### src/hw/rtl/sfmt_pkg.sv
package sfmt_pkg;

  localparam int GENERATORS = 4;
  localparam int WORDS      = 624;
  localparam int BLOCKS     = WORDS / 4;
  localparam int REC_POS    = 122;
  localparam int ADDR_W     = $clog2(GENERATORS * WORDS);
  localparam int GEN_W      = (GENERATORS > 1) ? $clog2(GENERATORS) : 1;
  localparam int POS_W      = 10;
  localparam int BLK_W      = 8;

  localparam logic [31:0]  INIT_MULT  = 32'd1812433253;
  localparam logic [63:0]  CHAIN_XOR  = 64'd1337;
  localparam logic [31:0]  PARITY_W0  = 32'h00000001;
  localparam logic [31:0]  PARITY_W3  = 32'h13c9e684;
  localparam logic [127:0] REC_MASK   =
    {32'hbffffff6, 32'hbffaffff, 32'hddfecb7f, 32'hdfffffef};

  typedef enum logic {OP_SEED = 1'b0, OP_DRAW = 1'b1} sfmt_op_t;

  typedef struct packed {
    logic        opcode;
    logic [63:0] frame_seed;
    logic [1:0]  generator_index;
  } sfmt_in_t;

  typedef struct packed {
    logic [31:0] random_word;
    logic [22:0] unit_fraction;
  } sfmt_out_t;

  // one step of the block recursion, 128-bit little-endian words
  function automatic logic [127:0] block_step(input logic [127:0] a, input logic [127:0] b,
                                              input logic [127:0] c, input logic [127:0] d);
    logic [127:0] y;
    logic [127:0] v;
    for (int k = 0; k < 4; k++) begin
      y[k*32 +: 32] = (b[k*32 +: 32] >> 11) & REC_MASK[k*32 +: 32];
      v[k*32 +: 32] = d[k*32 +: 32] << 18;
    end
    return a ^ (a << 8) ^ (c >> 8) ^ y ^ v;
  endfunction

endpackage

### src/hw/rtl/sfmt_front.sv
module sfmt_front (
  input  logic              clk,
  input  logic              rst_n,
  input  logic              in_valid,
  output logic              in_stall,
  input  sfmt_pkg::sfmt_in_t in_data,
  output logic              q_valid,
  output sfmt_pkg::sfmt_in_t q_data,
  input  logic              q_pop
);

  sfmt_pkg::sfmt_in_t ent_r [2];
  logic       wp_r;
  logic       rp_r;
  logic [1:0] cnt_r;
  logic       push;
  logic       keep;

  // draws from a generator that does not exist are dropped here
  assign keep = (in_data.opcode == sfmt_pkg::OP_SEED) ||
                (32'(in_data.generator_index) < sfmt_pkg::GENERATORS);
  assign in_stall = (cnt_r == 2'd2);
  assign push     = in_valid && !in_stall && keep;
  assign q_valid  = (cnt_r != 2'd0);
  assign q_data   = ent_r[rp_r];

  always_ff @(posedge clk) begin
    if (!rst_n) begin
      wp_r  <= 1'b0;
      rp_r  <= 1'b0;
      cnt_r <= 2'd0;
    end else begin
      if (push) begin
        ent_r[wp_r] <= in_data;
        wp_r        <= ~wp_r;
      end
      if (q_pop) rp_r <= ~rp_r;
      cnt_r <= cnt_r + 2'(push) - 2'(q_pop);
    end
  end

endmodule

### config.mk
export PLATFORM = sky130hd
export DESIGN_NAME = sfmt_front
export DESIGN_NICKNAME = d
export VERILOG_FILES = /design/src/hw/rtl/sfmt_pkg.sv /design/src/hw/rtl/sfmt_front.sv
export SDC_FILE = /design/constraint.sdc
export NUM_CORES = 1
export LEC_CHECK = 0
export BUFFER_PORTS_ARGS = -buffer_cell sky130_fd_sc_hd__buf_2
export CORE_MARGIN = 2
export CORE_UTILIZATION = 52
export DETAILED_ROUTE_END_ITERATION = 10
export GPL_TIMING_DRIVEN = 1
export PLACE_DENSITY = 0.79
export SLEW_MARGIN = 0
export SYNTH_ARGS = -nofsm -noshare
export SYNTH_HDL_FRONTEND = slang
export SYNTH_SLANG_ARGS = --single-unit
### constraint.sdc
create_clock -name clk -period 5.5 [get_ports clk]
set_input_delay 0.55 -clock clk [delete_from_list [all_inputs] [get_ports clk]]
set_output_delay 0.55 -clock clk [all_outputs]
set_load 0.03 [all_outputs]
==> results.yml, run 1 <==
power:
  p_switching_mw: 0.684
  switching_share_pct: 24.0
  power_frac_comb_pct: 14.6
  ir_drop_mv: 0.324
  p_clk_share_pct: 39.5
  p_leak_nw: 2.56
  p_seq_share_pct: 45.9
  internal_power_mw: 2.17
  power.density_mw_per_mm2: 432
synth:
  ys_seq_area_share_pct: 79.6
  yosys_warnings: 0
  synth_seq_cells: 139
  avgSynthCellArea_um2: 22.2
  syn-num-nets: 306
  syn_inst: 233
  syn_area_mm2: 0.00518
  yosysUniqueCellTypes: 19
placed_design:
  gp_congestion: 0.690
  hpwl_mm: 5.46
  port_buffers: 139
detailed_routing:
  drcViolationCount: 0
  via_count: 2616
  vias_per_cell: 4.92
  dr.first_iter.drc_count: 149
  antenna_left: 0
  firstDrtPassIters: 6
  wl_per_cell_um: 16.4
  routed_wl_mm: 8.72
sta:
  fmax_ghz: 0.366
  period_share_pct: 49.7
  worstMarginPinSlew_ps: 1040
  clock_skew_ps: 5.81
  setup_viol: 0
  timing.hold.ws_ps: 231
  hold_viol: 0
  slew_violations: 0
  period_needed_ps: 2730
  rsz0062_at_grt: "no"
  relSlewSlack_pct: 30.6
  fin_tns_setup_ps: 0
worst_setup_path:
  cp_max_fo: 67
  crit_path_start_kind: "flip-flop"
  reg2regPathDepth: 4
  r2r_slack_ps: 3180
  worstSetupEndpointType: "output port"
  slowest_delay_ps: 1040
  r2r-start: "cnt_r[0]"
  worstPathArrival_ps: 2180
  worst_path_max_delay_cell: "dfxtp_4"
  crit_end: "q_data[0]"
  path_cells: "mux2_2 > buf_2"
  worst_ep_required_time_ps: 4950
  setup.worst_path.class: "reg -> out"
  r2r_end: "ent_r[0][13]"
clock_network:
  numCtsBuffers: 17
  cts_setup_buffers: 0
  cts_tree: "yes"
  cts_root_buf: "clkbuf_8"
  cts_resized: 0
  cts_num_sinks: 139
  cts.htree.levels: 4
  clk_pin_slew_ps: 60
  clock_path_buffers: 2
  cts-hold-fix-buffers: 0
  clock_latency_ps: 500
cells_and_area:
  final_common_cell: "buf_2"
  nNetsFinal: 459
  syn_to_final_growth_pct: 27.5
  layout-drive-gt1-share_pct: 59.6
  final_cell_mix: "139 x buf_2, 134 x edfxtp_1, 37 x mux2_2"
  final_util_pct: 67.9
  diodes: 0
die:
  pin_count: 140
  rows: 36
  start_util_pct: 53.2
  dieHeight_um: 104
  die_area_mm2: 0.0108
  core_mm2: 0.00973
  die_w_um: 104
global_route:
  antenna_found_initial: 1
  grt_overflow: 0
  grt_pass1_wl_mm: 13.4
  grt_usage_pct: 16.7
  grt_max_degree: 68
  grt_pass1_vias: 2665
run_status:
  outcome: "finished, final reports clean"
run:
  drv_cap: 0
min_path:
  hold_path_class: "in -> reg"
[per-layer routing]
metal / vias to the layer above / routed length [um] / global-route usage [%]
li1: 1227 / - / -
met1: 1276 / 3390 / 18.5
met2: 96 / 4490 / 28.0
met3: 15 / 681 / 7.74
met4: 2 / 141 / 6.76
met5: - / 14 / 0
[critical path, delay by kind of cell (launching register included)]
kind	cells	cell delay [ps]
buffers and inverters	1	180
flip-flops	1	1040
multiplexers	1	430
[per-stage QoR]
step                      std cells  area, um^2  setup slack [ps]  power [mW]
after global placement          500        6010              3040        1.74
final                           532        6600              2770        2.85
after detailed placement        500        6010              2930        1.75
after floorplan                 233        5180              1570        1.63
after CTS                       532        6600              2720        2.88
after global routing            532        6600              2660        2.96
[state kept, by name, indices dropped and copies added, names as in the netlist, named ones only]
| register | count |
|---|---|
| wp_r | 1 |
| ent_r | 134 |
| cnt_r | 2 |
| rp_r | 1 |
[synthesized netlist by cell type, drive strengths merged]
cell type / count / area, um^2
edfxtp: 134 / 4020
mux2: 67 / 867
buf: 7 / 56.3
and2: 5 / 31.3
dfxtp: 5 / 100
inv: 3 / 11.3
ha: 2 / 25.0
xnor2: 2 / 17.5
and3: 1 / 6.26
nand2: 1 / 3.75
nand2b: 1 / 6.26
nand3: 1 / 5.00
nor2: 1 / 3.75
o22ai: 1 / 6.26
or2: 1 / 6.26
xor2: 1 / 8.76
[power by group through the flow]
| stage | clock network (mW) | registers (mW) | logic (mW) |
|---|---|---|---|
| final | 1.13 | 1.31 | 0.417 |
| after global routing | 1.19 | 1.32 | 0.446 |
| after CTS | 1.15 | 1.31 | 0.424 |
| after detailed placement | 0 | 1.33 | 0.422 |
| after global placement | 0 | 1.33 | 0.415 |
| after floorplan | 0 | 1.31 | 0.325 |
[kinds of logic (layout without fill, tap and decap cells)]
kind of cell | after synthesis | after routing | synth area share (%)
flops | 139 | 139 | 79.6
mux | 67 | 67 | 16.7
simple gates | 11 | 11 | 1.21
buf+inv | 10 | 176 | 1.30
xor+xnor | 3 | 3 | 0.507
fa+ha+maj | 2 | 2 | 0.483
compound gates | 1 | 1 | 0.121
[final cells by class]
cell class              instances  area (um^2)
inverters                       3         11.3
flip-flops and latches        139         4130
multi-input cells              84          996
fillers                       675         3130
well taps                     133          166
repair buffers                141          711
clock buffers                  23          447
clock inverters                 9          144
[how the worst min path moves through the flow]
stage	from	end	slack, ps	cells past startpoint
floorplan	wp_r	wp_r	470	1
global placement	wp_r	wp_r	520	2
detailed placement	rp_r	flip-flop	570	2
CTS	in_data[26]	ent_r[0][26]	210	1
global route	in_data[48]	ent_r[1][48]	210	1
finish	in_data[48]	ent_r[1][48]	230	1
(Power assumes the default switching activity.)
==> inputs of run 2 (changes only) <==
--- a/config.mk
+++ b/config.mk
@@ -7,10 +7,10 @@
 export LEC_CHECK = 0
 export BUFFER_PORTS_ARGS = -buffer_cell sky130_fd_sc_hd__buf_2
 export CORE_MARGIN = 2
-export CORE_UTILIZATION = 52
+export CORE_UTILIZATION = 47
 export DETAILED_ROUTE_END_ITERATION = 10
 export GPL_TIMING_DRIVEN = 1
-export PLACE_DENSITY = 0.79
+export PLACE_DENSITY = 0.76
 export SLEW_MARGIN = 0
 export SYNTH_ARGS = -nofsm -noshare
 export SYNTH_HDL_FRONTEND = slang
==> constraint.sdc (replaced) <==
create_clock -name clk -period 2.3 [get_ports clk]
set_input_delay 0.23 -clock clk [delete_from_list [all_inputs] [get_ports clk]]
set_output_delay 0.23 -clock clk [all_outputs]
set_load 0.03 [all_outputs]
==> results.yml, run 2 (same netlist as run 1, synthesis figures left out) <==
detailed_routing:
  antenna_left: 0
  dr.first_iter.drc_count: 138
  drcViolationCount: 0
  wl_per_cell_um: 16.0
  routed_wl_mm: 9.74
  vias_per_cell: 4.74
  via_count: 2891
  firstDrtPassIters: 4
global_route:
  antenna_found_initial: 0
  grt_use_met2_pct: 31.2
  grt_util_met3_pct: 4.96
  grt-busiest-layer: "met2"
  grt_pass1_wl_mm: 15.0
  grt_pass1_vias: 3109
  grt_usage_pct: 17.3
  gr-usage-met1_pct: 18.6
  grt_overflow: 0
  grt_max_degree: 50
power:
  power_mw: 7.18
  p_leak_nw: 2.89
  power.density_mw_per_mm2: 967
  ir_drop_mv: 0.659
sta:
  setup_viol: 0
  relSlewSlack_pct: 76.2
  period_share_pct: 89.3
  timing.hold.ws_ps: 32.4
  fin_tns_setup_ps: 0
  clock_skew_ps: 5.37
  hold_viol: 0
  slew_violations: 0
  period_needed_ps: 2060
  worstMarginPinSlew_ps: 357
  setup_slack_ps: 245
  rsz0062_at_grt: "no"
  fmax_ghz: 0.487
cells_and_area:
  regArea_mm2: 0.00413
  instances_no_fill: 610
  diodes: 0
  final_util_pct: 68.8
  reg_top3: "ent_r x134, cnt_r x2"
  largest_register: "ent_r"
  multiInputGateArea_um2: 1000
  layout-drive-gt1-share_pct: 52.1
  syn_to_final_growth_pct: 43.4
  final_common_cell: "buf_2"
  nNetsFinal: 531
  fin_area_mm2: 0.00743
  largest_reg_flops: 134
  final_cell_mix: "139 x buf_2, 134 x edfxtp_1, 67 x dlygate4sd3_1"
  nFillCells: 704
placed_design:
  dpl.cell_count: 512
  hpwl_mm: 5.78
  dp_slack_ps: 562
  gp_congestion: 0.698
  port_buffers: 139
  dpl_cell_area_mm2: 0.00611
die:
  die_w_um: 109
  start_util_pct: 48.0
  core_mm2: 0.0108
  pin_count: 140
  rows: 38
  dieHeight_um: 109
  die_area_mm2: 0.0119
min_path:
  hold_path_class: "in -> reg"
worst_setup_path:
  worstPathArrival_ps: 1830
  r2r_slack_ps: 570
  setup.worst_path.class: "reg -> out"
  reg2regPathDepth: 9
  worst_ep_required_time_ps: 2070
  r2r-start: "cnt_r[0]"
  cp_max_fo: 34
  worstSetupEndpointType: "output port"
  r2r_end: "cnt_r[1]"
  crit_end: "q_data[1]"
  crit_path_start_kind: "flip-flop"
clock_network:
  cts_tree: "yes"
  clock_path_buffers: 2
  clock_latency_ps: 500
  cts.htree.levels: 4
  clk_pin_slew_ps: 60
  cts_num_sinks: 139
  numCtsBuffers: 17
  cts_root_buf: "clkbuf_8"
  cts_setup_buffers: 0
run:
  drv_cap: 0
run_status:
  outcome: "finished, final reports clean"
run 2: changes by cell type in the layout (fill, tap and decap cells not counted), moves of 2 or more:
cell	delta
buf_12	+4
clkinv_4	+2
clkinvlp_4	+2
clkinv_2	-3
bufinv_16	+2
dlygate4sd3_1	+67
clkbuf_1	-3
run 2: where the power goes:
part           leakage (nW)  total (mW)  switching, mW  internal [mW]
logic                  1.32        1.17          0.684          0.491
registers              1.27        3.08         0.0665           3.02
clock network         0.306        2.92          0.951           1.97
run 2: metal layers:
metal / up-vias / share of wire (%)
met5: - / 0
met4: 0 / 1.1
met3: 10 / 5.6
met2: 96 / 54
met1: 1416 / 39
li1: 1369 / -
run 2: worst min-delay path by stage:
| stage | start | endpoint | slack (ps) | cells after the start |
|---|---|---|---|---|
| 6_report | rst_n | cnt_r[0] | 30 | 2 |
| 5_1_grt | rst_n | rp_r | 20 | 2 |
| 4_1_cts | rst_n | cnt_r[0] | 5 | 2 |
| 3_5_place_dp | in_data[40] | ent_r[0][40] | 420 | 1 |
| 3_3_place_gp | in_data[13] | ent_r[1][13] | 420 | 1 |
| 2_1_floorplan | in_data[0] | ent_r[0][0] | 330 | 0 |
run 2: area by class of cell:
type / count / share of cell area (%)
Clock buffer: 19 / 5.68
Clock inverter: 12 / 2.98
Inverter: 3 / 0.152
Multi-Input combinational cell: 84 / 13.5
Sequential cell: 139 / 55.6
Tap cell: 140 / 2.36
Timing Repair Buffer: 213 / 19.8
run 2: worst max-delay path: stages, from the launching register on:
cell and delay [ps]:
dfxtp_4 480, buf_12 260, mux2_2 370, buf_2 180
run 2: what timing repair did:
| action | 4_1_cts | 5_1_grt |
|---|---|---|
| hold buffers | 67 | 0 |
| resized for setup | 0 | 0 |
| endpoints found under the hold margin | 134 | 0 |
==> inputs of run 3 (changes only) <==
--- a/config.mk
+++ b/config.mk
@@ -7,10 +7,10 @@
 export LEC_CHECK = 0
 export BUFFER_PORTS_ARGS = -buffer_cell sky130_fd_sc_hd__buf_2
 export CORE_MARGIN = 2
-export CORE_UTILIZATION = 47
+export CORE_UTILIZATION = 52
 export DETAILED_ROUTE_END_ITERATION = 10
 export GPL_TIMING_DRIVEN = 1
-export PLACE_DENSITY = 0.76
+export PLACE_DENSITY = 0.79
 export SLEW_MARGIN = 0
 export SYNTH_ARGS = -nofsm -noshare
 export SYNTH_HDL_FRONTEND = slang
==> constraint.sdc (replaced) <==
create_clock -name clk -period 2.02 [get_ports clk]
set_input_delay 0.202 -clock clk [delete_from_list [all_inputs] [get_ports clk]]
set_output_delay 0.202 -clock clk [all_outputs]
set_load 0.03 [all_outputs]
==> results.yml, run 3 (same netlist as run 1, synthesis figures left out) <==
power:
  power.density_mw_per_mm2: 1110
  p_leak_nw: 2.93
  ir_drop_mv: 0.674
sta:
  fin_tns_setup_ps: 0
  relSlewSlack_pct: 72.5
  rsz0062_at_grt: "no"
  period_share_pct: 96.3
  slew_violations: 0
  setup_viol: 0
  worstMarginPinSlew_ps: 413
  period_needed_ps: 1940
  fmax_ghz: 0.514
  hold_viol: 0
  clock_skew_ps: 8.98
clock_network:
  cts_tree: "yes"
  clk_pin_slew_ps: 60
  cts_root_buf: "clkbuf_8"
  cts.htree.levels: 4
  clock_path_buffers: 2
  numCtsBuffers: 17
  cts_num_sinks: 139
  clock_latency_ps: 530
cells_and_area:
  nFillCells: 563
  layout-drive-gt1-share_pct: 52.3
  final_common_cell: "buf_2"
  regArea_mm2: 0.00413
  diodes: 0
  syn_to_final_growth_pct: 44.8
  largest_register: "ent_r"
  reg_top3: "ent_r x134, cnt_r x2"
  nNetsFinal: 536
  multiInputGateArea_um2: 996
  largest_reg_flops: 134
  final_cell_mix: "139 x buf_2, 134 x edfxtp_1, 68 x dlygate4sd3_1"
  final_util_pct: 77.1
worst_setup_path:
  cp_max_fo: 10
  r2r-start: "cnt_r[0]"
  crit_path_start_kind: "flip-flop"
  reg2regPathDepth: 9
  r2r_slack_ps: 230
  worstPathArrival_ps: 1740
  r2r_end: "cnt_r[1]"
  setup.worst_path.class: "reg -> out"
  worst_ep_required_time_ps: 1820
  worstSetupEndpointType: "output port"
detailed_routing:
  via_count: 2924
  routed_wl_mm: 9.75
  antenna_left: 0
  vias_per_cell: 4.80
  drcViolationCount: 0
  firstDrtPassIters: 4
  wl_per_cell_um: 16.0
  dr.first_iter.drc_count: 129
die:
  dieHeight_um: 104
  die_w_um: 104
  start_util_pct: 53.2
  core_mm2: 0.00973
  rows: 36
  pin_count: 140
  die_area_mm2: 0.0108
global_route:
  grt_overflow: 0
  grt_pass1_wl_mm: 15.1
  antenna_found_initial: 0
  grt_pass1_vias: 3125
  grt_max_degree: 55
  grt_usage_pct: 19.0
run:
  drv_cap: 0
placed_design:
  port_buffers: 139
  gp_congestion: 0.688
  hpwl_mm: 5.72
min_path:
  hold_path_class: "in -> reg"
  hold_path_depth: 3
  hold_start: "q_pop"
run_status:
  outcome: "finished, final reports clean"
==> run 3: worst max-delay path by stage <==
stage	slack, ps	end	startpoint	cells past startpoint
floorplan	20	ent_r[0][0]	cnt_r[0]	3
global placement	400	cnt_r[1]	cnt_r[0]	9
detailed placement	250	cnt_r[1]	cnt_r[0]	9
CTS	0.9	q_data[31]	flip-flop	3
global route	4	q_data[31]	flip-flop	3
finish	80	q_data[31]	flip-flop	3
==> run 3: area by class of cell <==
| type | instances | share of cell area (%) |
|---|---|---|
| clock inverters | 13 | 3.29 |
| well taps | 133 | 2.22 |
| clock buffers | 19 | 5.62 |
| inverters | 3 | 0.150 |
| flip-flops and latches | 139 | 55.0 |
| repair buffers | 218 | 20.4 |
| multi-input cells | 84 | 13.3 |
==> run 3: stage by stage <==
step / hold slack, ps / power, mW / std cells / worst slack [ps] / cell area, um^2
after global placement: 389 / 4.78 / 507 / 401 / 6130
after detailed placement: 393 / 4.83 / 507 / 251 / 6130
after global routing: 42.1 / 8.63 / 609 / 3.89 / 7500
after floorplan: 301 / 4.43 / 233 / 16.1 / 5190
after CTS: 21.3 / 8.42 / 608 / 0.937 / 7490
final: 41.6 / 8.36 / 609 / 75.6 / 7500
==> run 3: layer usage <==
metal | track usage [%] | wire (um)
met5 | 0 | 0
met4 | 9.94 | 235
met3 | 6.36 | 613
met2 | 32.9 | 5100
met1 | 20.9 | 3800
==> run 3: power breakdown <==
group          internal (mW)  switching, mW  leakage, nW
sequential              3.44         0.0818         1.27
clock                   2.37           1.11        0.317
combinational          0.577          0.783         1.35
total                   6.38           1.97         2.93
==> run 3: worst max-delay path, stage by stage (launching register included) <==
cell     delay [ps]
dfxtp_4         480
buf_4           210
mux2_2          340
buf_2           180
==> run 3: repair_timing <==
item / 4_1_cts / 5_1_grt
hold buffers: 68 / 0
hold endpoints to repair: 139 / 0
setup buffers: 1 / 1
endpoints found under the setup margin: 50 / 11
gates resized for setup: 1 / 0
